File: config.mk
export PLATFORM = sky130hd
export DESIGN_NAME = top_k_sorted_insert_table
export DESIGN_NICKNAME = d
export VERILOG_FILES = /design/src/rtl/tksi_pkg.sv /design/src/rtl/tksi_ctrl.sv /design/src/rtl/tksi_dp.sv /design/src/rtl/top_k_sorted_insert_table.sv
export VERILOG_INCLUDE_DIRS = /design/src /design/src/rtl
export SDC_FILE = /design/constraint.sdc
export NUM_CORES = 1
export LEC_CHECK = 0
export BUFFER_PORTS_ARGS = -buffer_cell sky130_fd_sc_hd__clkbuf_2
export CORE_MARGIN = 5
export CORE_UTILIZATION = 50
export DETAILED_ROUTE_END_ITERATION = 7
export PLACE_DENSITY = 0.69
export SLEW_MARGIN = 20
export SYNTH_ARGS = -nofsm -noshare
export SYNTH_HDL_FRONTEND = slang
export SYNTH_SLANG_ARGS = --single-unit
File: constraint.sdc
create_clock -name clk -period 4.1 [get_ports clk]
set_clock_uncertainty 0.15 [all_clocks]
set_input_delay 0.41 -clock clk [delete_from_list [all_inputs] [get_ports clk]]
set_output_delay 0.41 -clock clk [all_outputs]
set_load 0.1 [all_outputs]
File: src/rtl/top_k_sorted_insert_table_assert.svh
// ---------------------------------------------------------------------------
// Assertion macros for the top-k sorted insert table
// Concurrent checks that compile out under SYNTHESIS.
// ---------------------------------------------------------------------------
`ifndef TOP_K_SORTED_INSERT_TABLE_ASSERT_SVH
`define TOP_K_SORTED_INSERT_TABLE_ASSERT_SVH

`ifndef SYNTHESIS

// Implication or plain property, clocked, off during reset.
`define TKSI_ASSERT(lbl, ck, rn, prop) \
  lbl: assert property (@(posedge ck) disable iff (!rn) (prop)) \
    else $error("tksi assertion failed");

// Same check but also live while reset is held.
`define TKSI_ASSERT_ALWAYS(lbl, ck, prop) \
  lbl: assert property (@(posedge ck) (prop)) \
    else $error("tksi assertion failed");

`else

`define TKSI_ASSERT(lbl, ck, rn, prop)
`define TKSI_ASSERT_ALWAYS(lbl, ck, prop)

`endif

`endif

File: src/rtl/tksi_pkg.sv
`timescale 1ns / 1ps
// ---------------------------------------------------------------------------
// tksi_pkg
// Shared types and constants for the top-k sorted insert table.
// ---------------------------------------------------------------------------
package tksi_pkg;

  localparam int VALUE_W = 32;
  localparam int RANK_W  = 4;
  localparam int OP_W    = 2;

  typedef enum logic [OP_W-1:0] {
    OP_SUBMIT = 2'd0,
    OP_CLEAR  = 2'd1,
    OP_READ   = 2'd2,
    OP_NOP    = 2'd3
  } op_t;

  // Controller -> datapath strobes.
  typedef struct packed {
    logic latch;        // capture input beat, reset scan state
    logic clear;        // empty the table
    logic rd_scan;      // read entry at idx
    logic idx_inc;      // advance scan index
    logic set_pos_idx;  // insert/dup position = idx
    logic set_pos_cnt;  // position = count (not found)
    logic shift_init;   // idx = last slot to fill when shifting
    logic rd_prev;      // read entry at idx-1
    logic wr_shift;     // entry[idx] = read data, idx--
    logic ins;          // entry[pos] = value, bump count
    logic rd_rank;      // read entry at requested rank
    logic load_out;     // fill output register
  } cmd_t;

  // Datapath -> controller flags.
  typedef struct packed {
    logic empty;        // no entries held
    logic ge;           // read data >= submitted value
    logic idx_last;     // idx is last held entry
    logic dup;          // value already held
    logic pos_ok;       // position inside the table
    logic shift_more;   // idx above pos, shifting not done
    logic out_busy;     // output register full and not taken
  } sts_t;

endpackage

File: src/rtl/tksi_ctrl.sv
`timescale 1ns / 1ps
// ---------------------------------------------------------------------------
// tksi_ctrl
// Sequencer: scan for position, shift tail down, insert, report; read and clear.
// ---------------------------------------------------------------------------
module tksi_ctrl (
  input  logic            clk,
  input  logic            rst_n,
  input  logic            in_valid,
  output logic            in_ready,
  input  tksi_pkg::op_t   in_opcode,
  input  tksi_pkg::sts_t  sts,
  output tksi_pkg::cmd_t  cmd
);
  import tksi_pkg::*;

  typedef enum logic [8:0] {
    S_IDLE    = 9'b000000001,
    S_SCAN_RD = 9'b000000010,
    S_SCAN_CM = 9'b000000100,
    S_SH_CHK  = 9'b000001000,
    S_SH_TEST = 9'b000010000,
    S_SH_WR   = 9'b000100000,
    S_INSERT  = 9'b001000000,
    S_RD      = 9'b010000000,
    S_FINISH  = 9'b100000000
  } state_t;

  state_t state_r, state_nxt;

  assign in_ready = (state_r == S_IDLE);

  always_comb begin
    state_nxt = state_r;
    cmd       = '0;
    unique case (state_r)
      S_IDLE: begin
        if (in_valid) begin
          cmd.latch = 1'b1;
          unique case (in_opcode)
            OP_SUBMIT: state_nxt = S_SCAN_RD;
            OP_CLEAR: begin
              cmd.clear = 1'b1;
              state_nxt = S_FINISH;
            end
            OP_READ:   state_nxt = S_RD;
            OP_NOP:    state_nxt = S_FINISH;
            default:   state_nxt = S_FINISH;
          endcase
        end
      end
      S_SCAN_RD: begin
        if (sts.empty) begin
          cmd.set_pos_cnt = 1'b1;
          state_nxt       = S_SH_CHK;
        end else begin
          cmd.rd_scan = 1'b1;
          state_nxt   = S_SCAN_CM;
        end
      end
      S_SCAN_CM: begin
        priority if (sts.ge) begin
          cmd.set_pos_idx = 1'b1;
          state_nxt       = S_SH_CHK;
        end else if (sts.idx_last) begin
          cmd.set_pos_cnt = 1'b1;
          state_nxt       = S_SH_CHK;
        end else begin
          cmd.idx_inc = 1'b1;
          state_nxt   = S_SCAN_RD;
        end
      end
      S_SH_CHK: begin
        if (sts.dup || !sts.pos_ok) begin
          state_nxt = S_FINISH;
        end else begin
          cmd.shift_init = 1'b1;
          state_nxt      = S_SH_TEST;
        end
      end
      S_SH_TEST: begin
        if (sts.shift_more) begin
          cmd.rd_prev = 1'b1;
          state_nxt   = S_SH_WR;
        end else begin
          state_nxt = S_INSERT;
        end
      end
      S_SH_WR: begin
        cmd.wr_shift = 1'b1;
        state_nxt    = S_SH_TEST;
      end
      S_INSERT: begin
        cmd.ins   = 1'b1;
        state_nxt = S_FINISH;
      end
      S_RD: begin
        cmd.rd_rank = 1'b1;
        state_nxt   = S_FINISH;
      end
      S_FINISH: begin
        if (!sts.out_busy) begin
          cmd.load_out = 1'b1;
          state_nxt    = S_IDLE;
        end
      end
      default: state_nxt = S_IDLE;
    endcase
  end

  always_ff @(posedge clk) begin
    if (!rst_n) begin
      state_r <= S_IDLE;
    end else begin
      state_r <= state_nxt;
    end
  end

endmodule

File: src/rtl/tksi_dp.sv
`timescale 1ns / 1ps
// ---------------------------------------------------------------------------
// tksi_dp
// Entry memory, count, scan index, position and output register.
// ---------------------------------------------------------------------------
`include "top_k_sorted_insert_table_assert.svh"

module tksi_dp #(
  parameter int TABLE_DEPTH = 10
) (
  input  logic                         clk,
  input  logic                         rst_n,
  input  tksi_pkg::cmd_t               cmd,
  output tksi_pkg::sts_t               sts,
  input  tksi_pkg::op_t                in_opcode,
  input  logic [tksi_pkg::VALUE_W-1:0] in_time_value,
  input  logic [tksi_pkg::RANK_W-1:0]  in_read_rank,
  output logic                         out_valid,
  input  logic                         out_ready,
  output logic [tksi_pkg::RANK_W-1:0]  out_rank_of_value,
  output logic                         out_was_stored,
  output logic [tksi_pkg::VALUE_W-1:0] out_entry_value,
  output logic [tksi_pkg::RANK_W-1:0]  out_entry_count
);
  import tksi_pkg::*;

  localparam int AW    = (TABLE_DEPTH > 1) ? $clog2(TABLE_DEPTH) : 1;
  localparam int CNT_W = $clog2(TABLE_DEPTH + 1);
  localparam logic [CNT_W-1:0] DEPTH_C = CNT_W'(TABLE_DEPTH);
  localparam logic [CNT_W-1:0] LAST_C  = CNT_W'(TABLE_DEPTH - 1);

  logic [VALUE_W-1:0] mem [TABLE_DEPTH];
  logic [VALUE_W-1:0] rd_data_r;

  op_t                op_r;
  logic [VALUE_W-1:0] val_r;
  logic [RANK_W-1:0]  rrank_r;
  logic [CNT_W-1:0]   count_r, count_nxt;
  logic [CNT_W-1:0]   idx_r, idx_nxt;
  logic [CNT_W-1:0]   pos_r, pos_nxt;
  logic               dup_r, dup_nxt;
  logic               stored_r, stored_nxt;

  logic               out_valid_r;
  logic [RANK_W-1:0]  out_rank_r;
  logic               out_stored_r;
  logic [VALUE_W-1:0] out_entry_r;
  logic [RANK_W-1:0]  out_count_r;

  logic [AW-1:0]      rd_addr, wr_addr;
  logic [VALUE_W-1:0] wr_data;
  logic               rd_en, wr_en;

  logic [CNT_W-1:0]   idx_m1;
  logic [CNT_W:0]     idx_p1;
  logic [RANK_W-1:0]  rrank_m1;
  logic [AW+RANK_W-1:0] rrank_m1_ext;
  logic               rank_ok;
  logic [CNT_W:0]     rank_w;
  logic [CNT_W+RANK_W:0] rank_ext;
  logic [CNT_W+RANK_W-1:0] count_ext;

  assign idx_m1       = idx_r - 1'b1;
  assign idx_p1       = {1'b0, idx_r} + 1'b1;
  assign rrank_m1     = rrank_r - 1'b1;
  assign rrank_m1_ext = {{AW{1'b0}}, rrank_m1};
  assign rank_ok      = (rrank_r != '0) &&
                        ({{CNT_W{1'b0}}, rrank_r} <= {{RANK_W{1'b0}}, count_r});
  // pos+1 covers all submit cases: hit, insert, and dropped (pos = count)
  assign rank_w       = {1'b0, pos_r} + 1'b1;
  assign rank_ext     = {{RANK_W{1'b0}}, rank_w};
  assign count_ext    = {{RANK_W{1'b0}}, count_r};

  // status
  assign sts.empty      = (count_r == '0);
  assign sts.ge         = (rd_data_r >= val_r);
  assign sts.idx_last   = (idx_p1 == {1'b0, count_r});
  assign sts.dup        = dup_r;
  assign sts.pos_ok     = (pos_r < DEPTH_C);
  assign sts.shift_more = (idx_r > pos_r);
  assign sts.out_busy   = out_valid_r && !out_ready;

  // memory ports
  always_comb begin
    rd_en   = cmd.rd_scan || cmd.rd_prev || cmd.rd_rank;
    rd_addr = idx_r[AW-1:0];
    if (cmd.rd_prev) begin
      rd_addr = idx_m1[AW-1:0];
    end else if (cmd.rd_rank) begin
      rd_addr = rrank_m1_ext[AW-1:0];
    end
    wr_en   = cmd.wr_shift || cmd.ins;
    wr_addr = cmd.ins ? pos_r[AW-1:0] : idx_r[AW-1:0];
    wr_data = cmd.ins ? val_r : rd_data_r;
  end

  always_ff @(posedge clk) begin
    if (wr_en) begin
      mem[wr_addr] <= wr_data;
    end
    if (rd_en) begin
      rd_data_r <= mem[rd_addr];
    end
  end

  // control registers
  always_comb begin
    count_nxt  = count_r;
    idx_nxt    = idx_r;
    pos_nxt    = pos_r;
    dup_nxt    = dup_r;
    stored_nxt = stored_r;
    if (cmd.latch) begin
      idx_nxt    = '0;
      dup_nxt    = 1'b0;
      stored_nxt = 1'b0;
    end
    if (cmd.clear) begin
      count_nxt = '0;
    end
    if (cmd.idx_inc) begin
      idx_nxt = idx_p1[CNT_W-1:0];
    end
    if (cmd.set_pos_idx) begin
      pos_nxt = idx_r;
      dup_nxt = (rd_data_r == val_r);
    end
    if (cmd.set_pos_cnt) begin
      pos_nxt = count_r;
      dup_nxt = 1'b0;
    end
    if (cmd.shift_init) begin
      idx_nxt = (count_r < DEPTH_C) ? count_r : LAST_C;
    end
    if (cmd.wr_shift) begin
      idx_nxt = idx_m1;
    end
    if (cmd.ins) begin
      stored_nxt = 1'b1;
      if (count_r < DEPTH_C) begin
        count_nxt = count_r + 1'b1;
      end
    end
  end

  always_ff @(posedge clk) begin
    if (!rst_n) begin
      count_r  <= '0;
      idx_r    <= '0;
      pos_r    <= '0;
      dup_r    <= 1'b0;
      stored_r <= 1'b0;
    end else begin
      count_r  <= count_nxt;
      idx_r    <= idx_nxt;
      pos_r    <= pos_nxt;
      dup_r    <= dup_nxt;
      stored_r <= stored_nxt;
    end
  end

  // captured input beat
  always_ff @(posedge clk) begin
    if (cmd.latch) begin
      op_r    <= in_opcode;
      val_r   <= in_time_value;
      rrank_r <= in_read_rank;
    end
  end

  // output register
  always_ff @(posedge clk) begin
    if (!rst_n) begin
      out_valid_r <= 1'b0;
    end else if (cmd.load_out) begin
      out_valid_r <= 1'b1;
    end else if (out_ready) begin
      out_valid_r <= 1'b0;
    end
  end

  always_ff @(posedge clk) begin
    if (cmd.load_out) begin
      out_rank_r   <= (op_r == OP_SUBMIT) ? rank_ext[RANK_W-1:0] : '0;
      out_stored_r <= (op_r == OP_SUBMIT) && stored_r;
      out_entry_r  <= ((op_r == OP_READ) && rank_ok) ? rd_data_r : '0;
      out_count_r  <= count_ext[RANK_W-1:0];
    end
  end

  assign out_valid         = out_valid_r;
  assign out_rank_of_value = out_rank_r;
  assign out_was_stored    = out_stored_r;
  assign out_entry_value   = out_entry_r;
  assign out_entry_count   = out_count_r;

  `TKSI_ASSERT_ALWAYS(a_count_bound, clk, !rst_n || (count_r <= DEPTH_C))
  `TKSI_ASSERT(a_ins_in_range, clk, rst_n, cmd.ins |-> (pos_r < DEPTH_C) && !dup_r)
  `TKSI_ASSERT(a_ins_grows, clk, rst_n,
    (cmd.ins && (count_r < DEPTH_C)) |=> (count_r == $past(count_r) + 1'b1))
  `TKSI_ASSERT(a_no_overwrite, clk, rst_n, cmd.load_out |-> !(out_valid_r && !out_ready))

endmodule

File: src/rtl/top_k_sorted_insert_table.sv
`timescale 1ns / 1ps
// ---------------------------------------------------------------------------
// top_k_sorted_insert_table
// Ordered table of the TABLE_DEPTH smallest distinct 32-bit time values.
// ---------------------------------------------------------------------------
// Keeps up to TABLE_DEPTH distinct unsigned values in ascending order in a
// single-port-write / single-port-read memory. Each input beat gives exactly
// one result beat. Submit: the value is searched for by a linear scan, each
// entry read from memory and then compared, stopping at the first entry not
// smaller than it; a hit leaves the table alone, a value past the end of a
// full table is dropped, otherwise the tail is moved down one slot at a time
// (each moved entry read, then written) and the value written in its place.
// On every insert into a full table, scan and shift together walk the whole
// table. The result is loaded in the cycle before in_ready returns. The
// memory port does one access per cycle. Only one item is in the sequencer
// at a time: in_ready is high while the sequencer is idle, and the finished
// result sits in an output register, so the next beat is taken while the
// previous result waits for out_ready; that next result then holds the
// sequencer until the register frees up. The table needs no clearing pass
// after reset; entries past the held count are never returned. rank_of_value
// and entry_count are 4 bits wide and wrap for depths above 14.
// ---------------------------------------------------------------------------
module top_k_sorted_insert_table #(
  parameter int TABLE_DEPTH = 10
) (
  input  logic                         clk,
  input  logic                         rst_n,
  // input channel
  input  logic                         in_valid,
  output logic                         in_ready,
  input  logic [tksi_pkg::OP_W-1:0]    in_opcode,
  input  logic [tksi_pkg::VALUE_W-1:0] in_time_value,
  input  logic [tksi_pkg::RANK_W-1:0]  in_read_rank,
  // result channel
  output logic                         out_valid,
  input  logic                         out_ready,
  output logic [tksi_pkg::RANK_W-1:0]  out_rank_of_value,
  output logic                         out_was_stored,
  output logic [tksi_pkg::VALUE_W-1:0] out_entry_value,
  output logic [tksi_pkg::RANK_W-1:0]  out_entry_count
);
  import tksi_pkg::*;

  cmd_t cmd;
  sts_t sts;
  op_t  in_op;

  // raw opcode bits map one to one onto the enum
  assign in_op = op_t'(in_opcode);

  tksi_ctrl u_ctrl (
    .clk       (clk),
    .rst_n     (rst_n),
    .in_valid  (in_valid),
    .in_ready  (in_ready),
    .in_opcode (in_op),
    .sts       (sts),
    .cmd       (cmd)
  );

  tksi_dp #(
    .TABLE_DEPTH (TABLE_DEPTH)
  ) u_dp (
    .clk               (clk),
    .rst_n             (rst_n),
    .cmd               (cmd),
    .sts               (sts),
    .in_opcode         (in_op),
    .in_time_value     (in_time_value),
    .in_read_rank      (in_read_rank),
    .out_valid         (out_valid),
    .out_ready         (out_ready),
    .out_rank_of_value (out_rank_of_value),
    .out_was_stored    (out_was_stored),
    .out_entry_value   (out_entry_value),
    .out_entry_count   (out_entry_count)
  );

endmodule

==> impl_metrics.py <==
metrics = {
    "finish": {
        "design_area_um2": 26700,
        "antenna_cells": 0,
        "multi_input_area_um2": 9300,
        "area_growth_pct": 13.6,
        "n_fill_cell": 3751,
        "drive_above_1_share_pct": 12.4,
        "seqCellArea_um2": 13400,
        "nets": 2073,
    },
    "outcome": {
        "status": "finished, final reports clean",
    },
    "synthesis": {
        "synth_adder_area_share_pct": 2.50,
        "synthSimpleGateAreaFrac_pct": 6.75,
        "synth.area.top_cells": "edfxtp_1 (55%), mux2i_1 (6.9%), a32oi_1 (4.7%)",
        "yosys_most_used_dff": "edfxtp_1",
        "synth_cells": 1925,
        "async_flop_share_pct": 0,
        "synth_fp_nets": 2014,
        "syn_area_per_cell_um2": 12.2,
        "muxShareOfSynthArea_pct": 7.05,
        "yosys.area.top_type": "edfxtp_1",
        "ys_ff_latch": 455,
        "synth-xor-area-share_pct": 0.447,
        "yosysTopAreaCellShare_pct": 55.1,
        "syn-cell-area_um2": 23500,
        "synth_compound_area_share_pct": 22.1,
        "seq_area_frac_synth_pct": 57.1,
        "synth_edf_count": 431,
        "synth_top_family_by_area": "compound AO/OA/AOI/OAI gates",
        "yosysWarnings": 0,
        "synth_cell_types": 62,
    },
    "floorplanning": {
        "die_h_um": 227,
        "start_util_pct": 50.5,
        "dieArea_um2": 51400,
        "top_level_ports": 85,
        "row_count": 79,
        "coreArea_um2": 46600,
        "die_x_um": 227,
    },
    "setup_path": {
        "crit_slowest_cell": "or4_1",
        "critPathCaptureType": "flop",
        "reg2reg_slack_ns": 0.40,
        "slowest_delay_ns": 0.49,
        "worstPathCellList": "inv_1 > ha_1 > and4_1 > or4_1 > a21o_4 > buf_4 > a32oi_1 > o22ai_1 > a211oi_1 > a211o_1 > o211ai_2",
        "required_ns": 4.28,
        "path_max_fanout": 48,
        "cp.buffers_inverters": 2,
        "cpLargestDelayFamily": "compound AO/OA/AOI/OAI gates",
        "cp-start-kind": "flop",
        "cp.arrival_ns": 3.88,
        "path_class": "reg2reg",
    },
    "grt": {
        "grt_max_degree": 233,
        "grt_pass1_wl_um": 99700,
        "antenna_found_initial": 0,
        "grt.overflow.total": 0,
        "grt_pass1_vias": 17600,
        "grtUsageTotal_pct": 24.7,
    },
    "route": {
        "routed_wl_um": 65400,
        "routed_via_density": 6.78,
        "remaining_drc_errors": 0,
        "via_count": 17800,
        "drtPass1Iterations": 5,
        "wl_per_cell_um": 24.9,
        "postRouteAntennaNets": 0,
        "drt-initial-drc-count": 1742,
    },
    "placed_design": {
        "hpwl_um": 38300,
        "gp_congestion": 0.941,
        "placed_cell_area_um2": 24800,
        "pre_cts_ws_ns": 0.427,
        "portBuffers": 84,
    },
    "timing": {
        "period_needed_ns": 3.70,
        "setup_violations": 0,
        "final_hold_viol_count": 0,
        "hold_ws_ns": 0.138,
        "tightestPinTransition_ns": 1.29,
        "slew_headroom_pct": 14.0,
        "period_share_pct": 90.3,
        "fin_ws_ns": 0.396,
        "final.setup.tns_ns": 0,
        "slew_viol_final": 0,
        "fmax_mhz": 270,
        "grt_setup_unrepaired": "false",
    },
    "power": {
        "cellPowerDensity_nw_per_um2": 387,
        "p_leak_nw": 9.56,
        "max-vdd-ir-drop_mv": 0.350,
    },
    "clocking": {
        "cts.clk_slew.worst_paths_ns": 0.06,
        "post-cts-setup-buffers": 0,
        "ctsHoldBuffers": 40,
        "h-tree-depth": 2,
        "cts_inserted_buffers": 48,
        "clock_latency_ns": 0.59,
        "cts_root_buffer": "clkbuf_16",
        "cts.sinks": 455,
        "clockBufferDepth": 3,
        "cts_resized": 0,
        "tritoncts": "yes",
    },
    "job": {
        "maxCapViolCount": 0,
    },
    "worst_hold_path": {
        "min_path_type": "in2reg",
    },
}
-- cell usage in the layout (no fill, tap or decap), drive strengths merged, types with 7 or more instances in the layout --
master / Yosys / routed
edfxtp: 431 / 431
mux2i: 163 / 163
clkbuf: 125 / 143
a32oi: 127 / 127
o211ai: 100 / 100
a21oi: 94 / 94
a22o: 94 / 94
nand2: 87 / 87
nand3: 79 / 79
buf: 57 / 67
o22ai: 65 / 65
inv: 53 / 54
o21ai: 49 / 49
ha: 47 / 47
dlygate4sd3: 0 / 40
nor2: 40 / 40
a211oi: 37 / 37
a21o: 34 / 34
and2: 33 / 33
o221ai: 33 / 33
a211o: 32 / 32
dfxtp: 24 / 24
nor3: 20 / 20
clkinv: 0 / 19
nand4: 12 / 12
xnor2: 8 / 8
nor2b: 8 / 8
and3: 7 / 7
-- layer usage --
metal  routed length [um]  GRT usage [%]  part of all wire, %
met5                    0              0                    0
met3                 4800           4.01                  7.3
met2                31700           40.7                   48
met1                26200           32.4                   40
met4                 2780           11.0                  4.3
-- final timing paths --
| path | start | endpoint | cells after the start |
|---|---|---|---|
| setup / recovery | u_dp.pos_r[2]$_SDFFE_PN0P_ | u_dp.rd_data_r[27]$_DFFE_PP_ | 11 |
| setup reg to reg | u_dp.pos_r[2]$_SDFFE_PN0P_ | u_dp.rd_data_r[27]$_DFFE_PP_ | 11 |
| hold / removal | in_valid | u_dp.stored_r$_SDFFE_PN0P_ | 4 |
| hold reg to reg | u_dp.stored_r$_SDFFE_PN0P_ | u_dp.stored_r$_SDFFE_PN0P_ | 2 |
-- power by group --
part | switching, mW | internal, mW
Combinational | 0.615 | 0.327
Clock | 1.80 | 2.40
Sequential | 0.0398 | 5.14
Total | 2.46 | 7.86
-- final cells by class --
cell class | instances | share of cell area (%)
Clock inverter | 26 | 0.886
Inverter | 53 | 0.745
Clock buffer | 59 | 4.65
Tap cell | 607 | 2.85
Timing Repair Buffer | 191 | 5.71
Multi-Input combinational cell | 1235 | 34.9
Sequential cell | 455 | 50.3
-- sequential cells by signal, indices dropped and copies added (netlist names) --
register and cells:
u_dp.rd_data_r 32, u_ctrl.state_r 9, u_dp.dup_r 1, u_dp.out_was_stored 1, u_dp.out_rank_of_value 4, u_dp.stored_r 1, u_dp.out_entry_value 32, u_dp.pos_r 4
u_dp.idx_r 4, u_dp.out_entry_count 4, u_dp.count_r 4, u_dp.mem 320, u_dp.op_r 2, u_dp.out_valid 1, u_dp.rrank_r 4, u_dp.val_r 32
-- synthesized netlist by cell type (49+ instances only) --
| cell | number |
|---|---|
| a21oi_1 | 94 |
| a22o_1 | 94 |
| a32oi_1 | 127 |
| clkbuf_1 | 125 |
| edfxtp_1 | 431 |
| inv_1 | 53 |
| mux2i_1 | 163 |
| nand2_1 | 86 |
| nand3_1 | 79 |
| o211ai_1 | 96 |
| o21ai_0 | 49 |
| o22ai_1 | 65 |
-- stage by stage --
stage / std cells / power [mW] / util (%)
after floorplan: 1925 / 5.90 / -
after global placement: 2501 / 6.17 / 53.3
after detailed placement: 2501 / 6.18 / 53.3
after CTS: 2626 / 10.4 / 57.3
after global routing: 2626 / 10.7 / 57.3
final: 2626 / 10.3 / 57.3
-- logic make-up after synthesis --
kind of cell,Yosys count
xor gates and xnor gates,12
DFF,455
and+or+nand+nor,317
buffers and inverters,235
muxes,165
AOI/OAI and AO/OA,694
adders and majority gates,47
-- tightest hold or removal path, cell delays in order --
cell,delay [ns]
clkbuf_2,0.09
nand2_1,0.16
a21oi_1,0.10
nor2_1,0.07
No activity file was read; power rests on OpenSTA's default activity.
